## src/design/pqms_pkg.sv

```systemverilog
// Shared types and constants for the max-scan priority queue.
// No dependencies; imported by every module in the design folder.
`default_nettype none

package pqms_pkg;

    localparam int DEPTH      = 16;
    localparam int DATA_WIDTH = 32;
    localparam int PRIO_W     = 16;
    localparam int IDX_W      = (DEPTH > 1) ? $clog2(DEPTH) : 1;
    localparam int CNT_W      = $clog2(DEPTH + 1);

    localparam logic [1:0] MODE_INSERT = 2'd0;
    localparam logic [1:0] MODE_PULL   = 2'd1;
    localparam logic [1:0] MODE_PEEK   = 2'd2;

    localparam logic [1:0] ST_OK    = 2'd0;
    localparam logic [1:0] ST_EMPTY = 2'd1;
    localparam logic [1:0] ST_FULL  = 2'd2;

    typedef enum logic [1:0] {
        S_IDLE,
        S_SCAN,
        S_SHIFT,
        S_DONE
    } t_state;

    typedef struct packed {
        logic [DATA_WIDTH-1:0] data;
        logic [PRIO_W-1:0]     prio;
    } t_entry;

    typedef struct packed {
        logic start;       // word accepted: latch status, do insert, begin scan read
        logic scan;        // compare one entry, fetch the next
        logic shift_init;  // last scan cycle of a pull: point at entry after winner
        logic shift;       // move one entry down
        logic dec;         // removal finished
        logic load_out;    // copy result into output register
    } t_dp_cmd;

    typedef struct packed {
        logic is_empty;
        logic is_full;
        logic scan_last;
        logic shift_done;
    } t_dp_stat;

endpackage

`default_nettype wire

```

## src/design/pqms_datapath.sv

```systemverilog
// Datapath: entry memory, count, max search registers and output register.
// Depends on pqms_pkg; driven by pqms_ctrl through t_dp_cmd.
`default_nettype none

module pqms_datapath (
    input  wire logic               i_clk,
    input  wire logic               i_rst_n,
    input  wire pqms_pkg::t_dp_cmd  i_cmd,
    output pqms_pkg::t_dp_stat      o_stat,
    input  wire logic [1:0]         i_mode,
    input  wire logic [31:0]        i_data_in,
    input  wire logic [15:0]        i_priority_in,
    output logic [31:0]             o_data_out,
    output logic [1:0]              o_status,
    output logic [4:0]              o_entry_count
);
    import pqms_pkg::*;

    t_entry                r_mem [DEPTH];
    t_entry                r_rd;
    logic [IDX_W-1:0]      r_rd_idx;
    logic [IDX_W-1:0]      rd_addr;

    logic [CNT_W-1:0]      r_count;
    logic [CNT_W-1:0]      r_ptr;
    logic                  r_wr_vld;
    logic [1:0]            r_status;
    logic [DATA_WIDTH-1:0] r_best_data;
    logic [PRIO_W-1:0]     r_best_prio;
    logic [IDX_W-1:0]      r_best_idx;
    logic [IDX_W-1:0]      n_best_idx;

    logic [31:0]           r_out_data;
    logic [1:0]            r_out_status;
    logic [4:0]            r_out_count;

    logic is_search;
    logic take;
    logic issue;
    logic do_insert;

    assign is_search = (i_mode == MODE_PULL) || (i_mode == MODE_PEEK);
    assign do_insert = i_cmd.start && (i_mode == MODE_INSERT) && !o_stat.is_full;

    // first held entry always wins, later ones only on strictly larger priority
    assign take       = (r_rd_idx == '0) || (r_rd.prio > r_best_prio);
    assign n_best_idx = take ? r_rd_idx : r_best_idx;
    assign issue      = (r_ptr < r_count);
    assign rd_addr    = i_cmd.start ? '0 : r_ptr[IDX_W-1:0];

    always_comb begin
        o_stat.is_empty   = (r_count == '0);
        o_stat.is_full    = (r_count >= CNT_W'(DEPTH));
        o_stat.scan_last  = (CNT_W'(r_rd_idx) == (r_count - CNT_W'(1)));
        o_stat.shift_done = !issue && !r_wr_vld;
    end

    // memory: one write, one registered read per cycle
    always_ff @(posedge i_clk) begin
        if (do_insert) begin
            r_mem[r_count[IDX_W-1:0]] <= t_entry'{data: DATA_WIDTH'(i_data_in),
                                                  prio: i_priority_in};
        end else if (i_cmd.shift && r_wr_vld) begin
            r_mem[r_rd_idx - IDX_W'(1)] <= r_rd;
        end
        r_rd     <= r_mem[rd_addr];
        r_rd_idx <= rd_addr;
    end

    always_ff @(posedge i_clk) begin
        if (!i_rst_n) begin
            r_count  <= '0;
            r_wr_vld <= 1'b0;
        end else begin
            if (do_insert) begin
                r_count <= r_count + CNT_W'(1);
            end else if (i_cmd.dec) begin
                r_count <= r_count - CNT_W'(1);
            end
            if (i_cmd.shift_init) begin
                r_wr_vld <= 1'b0;
            end else if (i_cmd.shift) begin
                r_wr_vld <= issue;
            end
        end
    end

    always_ff @(posedge i_clk) begin
        if (i_cmd.start) begin
            r_ptr       <= CNT_W'(1);
            r_best_data <= '0;
            if ((i_mode == MODE_INSERT) && o_stat.is_full) begin
                r_status <= ST_FULL;
            end else if (is_search && o_stat.is_empty) begin
                r_status <= ST_EMPTY;
            end else begin
                r_status <= ST_OK;
            end
        end else if (i_cmd.scan) begin
            if (i_cmd.shift_init) begin
                r_ptr <= CNT_W'(n_best_idx) + CNT_W'(1);
            end else begin
                r_ptr <= r_ptr + CNT_W'(1);
            end
            if (take) begin
                r_best_data <= r_rd.data;
                r_best_prio <= r_rd.prio;
                r_best_idx  <= r_rd_idx;
            end
        end else if (i_cmd.shift && issue) begin
            r_ptr <= r_ptr + CNT_W'(1);
        end
    end

    always_ff @(posedge i_clk) begin
        if (i_cmd.load_out) begin
            r_out_data   <= 32'(r_best_data);
            r_out_status <= r_status;
            r_out_count  <= 5'(r_count);
        end
    end

    assign o_data_out    = r_out_data;
    assign o_status      = r_out_status;
    assign o_entry_count = r_out_count;

    a_count_range: assert property (@(posedge i_clk) disable iff (!i_rst_n)
        r_count <= CNT_W'(DEPTH))
        else $error("entry count above depth");

    a_insert_grows: assert property (@(posedge i_clk) disable iff (!i_rst_n)
        do_insert |=> (r_count == $past(r_count) + CNT_W'(1)))
        else $error("insert did not bump count");

    a_no_write_clash: assert property (@(posedge i_clk) disable iff (!i_rst_n)
        i_cmd.shift |-> !i_cmd.start)
        else $error("insert during removal shift");

endmodule

`default_nettype wire

```

## src/design/pqms_ctrl.sv

```systemverilog
// Controller: sequences insert, max scan, removal shift and result handoff.
// Depends on pqms_pkg; commands pqms_datapath through t_dp_cmd.
`default_nettype none

module pqms_ctrl (
    input  wire logic               i_clk,
    input  wire logic               i_rst_n,
    input  wire logic               i_valid,
    output logic                    o_stall,
    input  wire logic [1:0]         i_mode,
    output logic                    o_valid,
    input  wire logic               i_stall,
    output pqms_pkg::t_dp_cmd       o_cmd,
    input  wire pqms_pkg::t_dp_stat i_stat
);
    import pqms_pkg::*;

    t_state     r_state, n_state;
    logic [1:0] r_op;
    logic       r_out_valid, n_out_valid;
    logic       accept_in;
    logic       out_free;

    assign o_stall   = (r_state != S_IDLE);
    assign accept_in = i_valid && !o_stall;
    assign out_free  = !r_out_valid || !i_stall;
    assign o_valid   = r_out_valid;

    always_comb begin
        n_state = r_state;
        unique case (r_state)
            S_IDLE: begin
                if (accept_in) begin
                    if (((i_mode == MODE_PULL) || (i_mode == MODE_PEEK)) && !i_stat.is_empty) begin
                        n_state = S_SCAN;
                    end else begin
                        n_state = S_DONE;
                    end
                end
            end
            S_SCAN: begin
                if (i_stat.scan_last) begin
                    n_state = (r_op == MODE_PULL) ? S_SHIFT : S_DONE;
                end
            end
            S_SHIFT: begin
                if (i_stat.shift_done) begin
                    n_state = S_DONE;
                end
            end
            S_DONE: begin
                if (out_free) begin
                    n_state = S_IDLE;
                end
            end
            default: n_state = S_IDLE;
        endcase
    end

    always_comb begin
        o_cmd = '0;
        unique case (r_state)
            S_IDLE:  o_cmd.start = accept_in;
            S_SCAN: begin
                o_cmd.scan       = 1'b1;
                o_cmd.shift_init = i_stat.scan_last && (r_op == MODE_PULL);
            end
            S_SHIFT: begin
                o_cmd.shift = 1'b1;
                o_cmd.dec   = i_stat.shift_done;
            end
            S_DONE:  o_cmd.load_out = out_free;
            default: o_cmd = '0;
        endcase
    end

    always_comb begin
        if (o_cmd.load_out) begin
            n_out_valid = 1'b1;
        end else if (r_out_valid && !i_stall) begin
            n_out_valid = 1'b0;
        end else begin
            n_out_valid = r_out_valid;
        end
    end

    always_ff @(posedge i_clk) begin
        if (!i_rst_n) begin
            r_state     <= S_IDLE;
            r_op        <= MODE_INSERT;
            r_out_valid <= 1'b0;
        end else begin
            r_state     <= n_state;
            r_out_valid <= n_out_valid;
            if (accept_in) begin
                r_op <= i_mode;
            end
        end
    end

    a_load_from_done: assert property (@(posedge i_clk) disable iff (!i_rst_n)
        $rose(r_out_valid) |-> $past(r_state == S_DONE))
        else $error("result word raised outside done state");

    a_shift_after_scan: assert property (@(posedge i_clk) disable iff (!i_rst_n)
        (r_state == S_SHIFT) && ($past(r_state) != S_SHIFT) |-> $past(o_cmd.shift_init))
        else $error("shift entered without scan end");

    a_one_cmd: assert property (@(posedge i_clk) disable iff (!i_rst_n)
        $onehot0({o_cmd.start, o_cmd.scan, o_cmd.shift, o_cmd.load_out}))
        else $error("conflicting datapath commands");

endmodule

`default_nettype wire

```

## src/design/priority_queue_max_scan.sv

```systemverilog
// Max-scan priority queue, top level: joins pqms_ctrl and pqms_datapath.
// Depends on pqms_pkg, pqms_ctrl, pqms_datapath.
//
// Input channel: i_valid / o_stall with i_mode, i_data_in, i_priority_in.
// Output channel: o_valid / i_stall with o_data_out, o_status, o_entry_count.
// Every input word gives exactly one output word.
// Insert, no-op, or pull/peek on an empty queue go straight to the done state;
// peek scans every held entry; pull scans them all and then moves each entry
// behind the winner down by one.
// The single read port of the entry memory sets this pace: the search reads
// one entry per cycle, and the removal moves one entry down per cycle.
// One word is in work at a time; a new word is taken once the previous
// result sits in the output register, even while the receiver stalls it.
// A stalled result holds until taken; the next result waits behind it.
// Reset (i_rst_n low, synchronous) empties the queue; no memory clearing.
`default_nettype none

module priority_queue_max_scan (
    input  wire logic        i_clk,
    input  wire logic        i_rst_n,
    input  wire logic        i_valid,
    output logic             o_stall,
    input  wire logic [1:0]  i_mode,
    input  wire logic [31:0] i_data_in,
    input  wire logic [15:0] i_priority_in,
    output logic             o_valid,
    input  wire logic        i_stall,
    output logic [31:0]      o_data_out,
    output logic [1:0]       o_status,
    output logic [4:0]       o_entry_count
);
    import pqms_pkg::*;

    t_dp_cmd  cmd;
    t_dp_stat stat;

    pqms_ctrl u_ctrl (
        .i_clk   (i_clk),
        .i_rst_n (i_rst_n),
        .i_valid (i_valid),
        .o_stall (o_stall),
        .i_mode  (i_mode),
        .o_valid (o_valid),
        .i_stall (i_stall),
        .o_cmd   (cmd),
        .i_stat  (stat)
    );

    pqms_datapath u_datapath (
        .i_clk         (i_clk),
        .i_rst_n       (i_rst_n),
        .i_cmd         (cmd),
        .o_stat        (stat),
        .i_mode        (i_mode),
        .i_data_in     (i_data_in),
        .i_priority_in (i_priority_in),
        .o_data_out    (o_data_out),
        .o_status      (o_status),
        .o_entry_count (o_entry_count)
    );

endmodule

`default_nettype wire
```

## config.mk

```make
export PLATFORM = sky130hd
export DESIGN_NAME = priority_queue_max_scan
export DESIGN_NICKNAME = d
export VERILOG_FILES = /design/src/design/pqms_pkg.sv /design/src/design/pqms_datapath.sv /design/src/design/pqms_ctrl.sv /design/src/design/priority_queue_max_scan.sv
export SDC_FILE = /design/constraint.sdc
export NUM_CORES = 1
export LEC_CHECK = 0
export BUFFER_PORTS_ARGS = -buffer_cell sky130_fd_sc_hd__clkbuf_2
export CAP_MARGIN = 5
export CORE_MARGIN = 5
export CORE_UTILIZATION = 35
export CTS_CLUSTER_DIAMETER = 30
export DETAILED_ROUTE_END_ITERATION = 8
export HOLD_SLACK_MARGIN = 0.06
export MAX_ROUTING_LAYER = met4
export PLACE_DENSITY = 0.47
export SETUP_SLACK_MARGIN = 0.02
export SKIP_LAST_GASP = 1
export SLEW_MARGIN = 20
export SYNTH_ARGS = -nofsm -noshare
export SYNTH_HDL_FRONTEND = slang
export SYNTH_SLANG_ARGS = --single-unit
```

## constraint.sdc

```tcl
create_clock -name i_clk -period 12 [get_ports i_clk]
set_input_delay 3 -clock i_clk [delete_from_list [all_inputs] [get_ports i_clk]]
set_output_delay 3 -clock i_clk [all_outputs]
set_load 0.02 [all_outputs]
```

==> results of run 1 <==
-- cell usage after synthesis, types with 50 or more instances --
cell type	count
sky130_fd_sc_hd__a31oi_1	50
sky130_fd_sc_hd__nor2_1	82
sky130_fd_sc_hd__mux2_2	145
sky130_fd_sc_hd__a21oi_1	157
sky130_fd_sc_hd__dfxtp_1	100
sky130_fd_sc_hd__edfxtp_1	829
sky130_fd_sc_hd__clkbuf_1	122
sky130_fd_sc_hd__nand2_1	254
sky130_fd_sc_hd__nand3_1	91
sky130_fd_sc_hd__nor2b_1	55
sky130_fd_sc_hd__o21ai_0	234
sky130_fd_sc_hd__mux2i_1	145
-- stage by stage --
step | setup slack [ps] | hold WS (ps)
floorplan | 5200 | 400
global placement | 4680 | 412
detailed placement | 4560 | 409
CTS | 5340 | 411
global route | 5190 | 421
finish | 5420 | 406
-- sequential cells by signal (all words and copies together), names as in the netlist, 4 cells and up --
signal,cells
u_datapath.r_count,5
u_datapath.r_best_idx,4
u_datapath.r_best_prio,16
u_datapath.o_entry_count,5
u_datapath.r_rd,48
u_datapath.r_ptr,5
u_datapath.r_mem,768
u_datapath.r_best_data,32
u_datapath.r_rd_idx,4
u_datapath.o_data_out,32
-- routing by layer --
metal  track usage, %  vias up
met5                -        -
met4             5.12        0
met3             3.07      159
met2             28.8      491
met1             23.8    11400
li1                 -    10200
-- how the worst min path moves through the flow --
stage	startpoint	endpoint	slack [ps]	cells past startpoint
4_1_cts	u_datapath.r_best_data[16]	u_datapath.o_data_out[16]	410	0
5_1_grt	u_datapath.r_status[1]	u_datapath.o_status[1]	420	0
2_1_floorplan	u_datapath.r_status[0]	u_datapath.o_status[0]	400	0
3_5_place_dp	u_datapath.r_status[0]	u_datapath.o_status[0]	410	0
6_report	u_datapath.r_best_data[16]	u_datapath.o_data_out[16]	410	0
3_3_place_gp	u_datapath.r_status[0]	u_datapath.o_status[0]	410	0
-- power breakdown --
group	internal [mW]	total, mW	switching [mW]
sequential	3.91	4.17	0.260
clock	3.35	5.08	1.73
combinational	0.875	2.53	1.65
total	8.14	11.8	3.65
-- logic make-up (layout without fill, tap and decap cells) --
kind of cell / Yosys count / after routing / synth area share (%)
and+or+nand+nor: 521 / 521 / 6.24
DFF: 929 / 929 / 72.5
muxes: 291 / 291 / 8.35
AOI/OAI and AO/OA: 571 / 571 / 9.32
adders and majority gates: 31 / 31 / 1.04
buffers and inverters: 208 / 520 / 2.25
xor gates and xnor gates: 14 / 14 / 0.330
-- cell type report --
| cell class | count | area [sq um] |
|---|---|---|
| flip-flops and latches | 929 | 26900 |
| well taps | 1391 | 1740 |
| clock inverters | 130 | 1430 |
| repair buffers | 131 | 761 |
| inverters | 36 | 138 |
| multi-input cells | 1428 | 9590 |
| clock buffers | 223 | 4920 |
| fillers | 9383 | 59800 |
==> parameters.txt, run 1 <==
Parameter                              Value

Synth
  Portion of the post-synthesis area used by sequential elements    72.5%
  Area leader, netlist    sky130_fd_sc_hd__edfxtp_1
  Synth Warn #    0
  Top cells by area in the synthesized netlist    sky130_fd_sc_hd__edfxtp_1 (67%), sky130_fd_sc_hd__dfxtp_1 (5.4%), sky130_fd_sc_hd__mux2_2 (4.4%)
  Synthesized area divided by synthesized cell count    14.5 sq um
  Number of standard cells after synthesis    2565
  Fraction of synthesized cell area taken by the top area cell type    67.1%
  Count of flip-flops with a built-in enable after synthesis    829
  Synthesized flop and latch total    929
  Main synth FF type    sky130_fd_sc_hd__edfxtp_1
  Share of synthesized registers carrying an async set or reset    0%
  Post-synthesis cell area    0.0371 sq mm
  Post-Synthesis Net Count    2650
  Number of distinct standard cells referenced by the synthesized netlist    57

Layout
  Total non-filler cell area in the finished layout    0.0455 sq mm
  Commonest cells after routing, fill and taps aside    sky130_fd_sc_hd__edfxtp_1 (829), sky130_fd_sc_hd__nand2_1 (251), sky130_fd_sc_hd__o21ai_0 (234)
  Fraction of final layout cells sized beyond drive strength 1    21.3%
  Growth of design area from synthesis to finish    22.6%
  Number of standard cells in the final layout excluding fillers    4268
  Most common cell after layout, fill and taps aside    sky130_fd_sc_hd__edfxtp_1
  Nets    2800
  Post-layout utilization of the core    43.2%
  Final antenna diode count    0

Timing
  Transition time at the pin with the least slew margin    1010 ps
  Final setup violation count    0
  Setup repair after global routing missed its margin    false
  Crit share post-route    54.9%
  Final Max Tran Viols    0
  Worst slew margin relative to its limit    32.6%
  Fmax achieved    152 MHz
  Clock Skew    37.0 ps
  Final-layout setup total negative slack    0 ps
  Final-report hold violation count    0
  Crit path time final    6580 ps

Worst setup path
  Nature of the critical path startpoint    primary input
  Critical path endpoint    u_datapath.r_mem[7][33]
  Crit path cell chain    clkbuf_2, nand2_4, inv_4, nand3_1, nand3_4, o32a_1, nor2_4, buf_4
  Max Fanout on Critical Path    51
  Worst setup path class    in2reg
  Required time worst endpoint    12350 ps
  Arrival time of data at the critical path endpoint    6940 ps
  Highest cell delay on the worst timing path    750 ps
  Buf/Inv on CP    3
  WP depth    8
  Worst R2R End    u_datapath.r_mem[7][33]
  Top Family by Delay on Critical Path    simple AND/OR/NAND/NOR gates
  Master of the slowest instance on the critical path    sky130_fd_sc_hd__o32a_1
  Setup crit end kind    flip-flop
  Number of cells on the worst reg-to-reg path    9
  RR Startpoint    u_ctrl.r_state[1]
  Flop2flop setup slack    7000 ps
  Source of the critical timing path    i_valid

Placed design
  Count of port buffers added during placement    94
  Number of cells in the design after placement    3915
  Detail Placement HPWL    52400 um
  Standard cell area after detailed placement    0.0391 sq mm
  Global placer's final weighted congestion    0.788

Power and ir drop
  Lkg Pwr    15.8 nW
  Overall power    11.8 mW
  Power density relative to cell area    259 mW/mm^2
  Max IR drop VDD    0.153 mV

Floorplanning
  Area of the die    0.113 sq mm
  Ports    95
  Die W    336 um
  Initial core utilization    35.3%
  Number of core rows    119
  Die outline height    336 um
  CORE AREA    0.105 sq mm

Route
  DRC violation count after routing    0
  Met3 routed wirelength    4280 um
  DRT antenna net count    0
  Top layer in use    met4
  Detailed-route via count    22200
  Met2 layer wire length in the routed design    47900 um
  Per-cell routed wire length    23.3 um
  Vias per Instance    5.20
  Wire length on met1    45400 um
  TritonRoute pass-1 iters    5
  Iter 0 DRT Violations    1564
  Routed Wire Length    99500 um

Clock network
  Clock transition at the register clock pins on the worst setup and hold paths after CTS    50 ps
  Clock latency reported for the late side of the worst-skew pair    750 ps
  Sinks on Clock Net    929
  Maximum buffer depth of the clock tree    3
  Hold_buf cts    0
  Number of post-CTS setup repair buffers    0
  Number of buffers created by CTS    189
  Number of gates given a new drive strength after cts    0
  Cell at the root of the clock tree    sky130_fd_sc_hd__clkbuf_16
  TritonCTS clock tree    built
  Deepest level of the CTS H-tree    4

Min path
  Path category of the worst min-delay check    reg2reg

Global route
  Maximum number of pins on one net before global-route repair    136
  Total Routing Usage GR    18.0%
  Vias in the first global route    23200
  Residual overflow from global routing    0
  Initial antenna violation count    1
  Global-route wire length before repair    148000 um

Job
  Max-cap viol count    0

Outcome
  Outcome    completed
No activity file was read; power rests on OpenSTA's default activity.
==> run 2: changes to the inputs <==
==> constraint.sdc (replaced) <==
create_clock -name i_clk -period 6.1 [get_ports i_clk]
set_input_delay 1.525 -clock i_clk [delete_from_list [all_inputs] [get_ports i_clk]]
set_output_delay 1.525 -clock i_clk [all_outputs]
set_load 0.02 [all_outputs]
==> parameters.txt, run 2 (synthesis gave the netlist of run 1 again) <==
Parameter                              Value

Outcome
  Outcome    completed

Timing
  Final-report hold violation count    0
  Final Max Tran Viols    0
  Worst slew margin relative to its limit    29.2%
  Final setup violation count    0
  Fmax achieved    258 MHz
  Transition time at the pin with the least slew margin    1060 ps
  Final-layout setup total negative slack    0 ps
  Clock Skew    43.5 ps
  Crit share post-route    63.7%
  Crit path setup slack, layout    2220 ps
  Minimum hold slack    415 ps
  Setup repair after global routing missed its margin    false
  Crit path time final    3880 ps

Floorplanning
  Initial core utilization    35.3%
  CORE AREA    0.105 sq mm
  Die outline height    336 um
  Die W    336 um
  Ports    95
  Number of core rows    119
  Area of the die    0.113 sq mm

Global route
  Residual overflow from global routing    0
  Met3 layer usage reported by global route    3.62%
  Total Routing Usage GR    19.0%
  Busiest layer in global routing    met2
  Global-route wire length before repair    155000 um
  Met2 GRT Util    30.0%
  Vias in the first global route    23400
  Maximum number of pins on one net before global-route repair    98
  Met1 capacity usage during global routing    25.2%
  Initial antenna violation count    2

Worst setup path
  RR Startpoint    u_datapath.r_rd[14]
  Worst setup path class    in2reg
  Nature of the critical path startpoint    primary input
  Setup crit end kind    flip-flop
  Arrival time of data at the critical path endpoint    4240 ps
  Max Fanout on Critical Path    48
  Source of the critical timing path    i_mode[0]
  Required time worst endpoint    6460 ps

Power and ir drop
  Lkg Pwr    16.5 nW
  Max IR drop VDD    0.408 mV
  Internal    17.5 mW
  Clock share of power    46.2%
  Power density relative to cell area    536 mW/mm^2
  Switching Power    7.63 mW
  Sw frac    30.4%
  Fraction of power consumed by sequential logic    33.0%
  Gate power share    20.8%

Clock network
  Number of buffers created by CTS    204
  Sinks on Clock Net    929
  Clock transition at the register clock pins on the worst setup and hold paths after CTS    40 ps
  Deepest level of the CTS H-tree    4
  Cell at the root of the clock tree    sky130_fd_sc_hd__clkbuf_16
  Clock latency reported for the late side of the worst-skew pair    770 ps
  Maximum buffer depth of the clock tree    3
  Number of gates given a new drive strength after cts    0
  Number of post-CTS setup repair buffers    0
  TritonCTS clock tree    built
  Hold_buf cts    0

Placed design
  Count of port buffers added during placement    94
  Setup WS pre-CTS    1490 ps
  Global placer's final weighted congestion    0.818
  Number of cells in the design after placement    3937
  Detail Placement HPWL    60600 um

Min path
  Path category of the worst min-delay check    reg2reg
  Start point of the worst min-delay path    u_datapath.r_best_data[19]

Route
  Per-cell routed wire length    24.3 um
  Vias per Instance    5.24
  Routed Wire Length    105000 um
  Detailed-route via count    22700
  Iter 0 DRT Violations    1683
  TritonRoute pass-1 iters    5
  DRC violation count after routing    0
  DRT antenna net count    0

Layout
  Nets    2837
  Registers with the most flip-flops    u_datapath.r_mem (768), u_datapath.r_rd (48)
  Commonest cells after routing, fill and taps aside    sky130_fd_sc_hd__edfxtp_1 (829), sky130_fd_sc_hd__nand2_1 (251), sky130_fd_sc_hd__o21ai_0 (234)
  Number of standard cells in the final layout excluding fillers    4324
  Register with the most flip-flops    u_datapath.r_mem
  Max FFs per register    768
  Growth of design area from synthesis to finish    26.2%
  Fraction of final layout cells sized beyond drive strength 1    23.4%
  Most common cell after layout, fill and taps aside    sky130_fd_sc_hd__edfxtp_1

Job
  Max-cap viol count    0
run 2: cell count changes in the layout (fill, tap and decap cells not counted), moves of 3 or more:
cell                        previous run  this run
sky130_fd_sc_hd__clkbuf_8              2        21
sky130_fd_sc_hd__bufinv_16            19        37
sky130_fd_sc_hd__buf_4                36        50
sky130_fd_sc_hd__clkbuf_16           191       205
sky130_fd_sc_hd__clkinv_1             27        14
sky130_fd_sc_hd__buf_12                1         9
sky130_fd_sc_hd__clkinv_2             23        30
sky130_fd_sc_hd__clkbuf_1             30        24
sky130_fd_sc_hd__inv_6                 9         5
sky130_fd_sc_hd__clkinv_4             15        12
run 2: final cells by class:
type	instances	area [sq um]
diodes	1	2.50
clock buffers	250	5510
clock inverters	136	1910
fillers	9321	58400
inverters	36	138
multi-input cells	1428	9590
flip-flops and latches	929	26900
well taps	1391	1740
repair buffers	153	1030
run 2: metrics by stage:
stage                     area (sq um)  util (%)  total power, mW
final                            46800      44.5             25.1
after global routing             46800      44.5             26.1
after floorplan                  37100         -             11.5
after CTS                        46800      44.5             25.3
after detailed placement         39400      37.4             13.6
after global placement           39400      37.4             13.6
run 2: power by group through the flow:
stage | sequential (mW) | clock [mW] | combinational, mW
after floorplan | 8.01 | 0 | 3.52
after global placement | 8.39 | 0 | 5.22
after detailed placement | 8.39 | 0 | 5.25
after CTS | 8.29 | 11.7 | 5.28
after global routing | 8.34 | 12.1 | 5.69
final | 8.28 | 11.6 | 5.22
run 2: worst max-delay path: stages:
cell and delay [ps]:
sky130_fd_sc_hd__clkbuf_2 110, sky130_fd_sc_hd__inv_1 50, sky130_fd_sc_hd__ha_1 220, sky130_fd_sc_hd__and3_1 310, sky130_fd_sc_hd__nor2_4 220, sky130_fd_sc_hd__buf_4 450, sky130_fd_sc_hd__a21o_1 200, sky130_fd_sc_hd__nand2_1 250
sky130_fd_sc_hd__nor2_4 170, sky130_fd_sc_hd__buf_4 700
run 2: final timing paths:
path / end / slack [ps] / depth (start not counted)
max: u_datapath.r_mem[11][38] / 2220 / 10
min: u_datapath.o_data_out[19] / 410 / 0
max reg2reg: u_datapath.r_best_prio[10] / 2460 / 8
min reg2reg: u_datapath.o_data_out[19] / 410 / 0
run 2: metal layers:
layer	vias to the layer above	share of wire, %	wire length, um
li1	10200	-	-
met1	11700	46	48100
met2	546	48	50200
met3	154	4.7	4890
met4	0	1.9	2020
met5	-	0	0
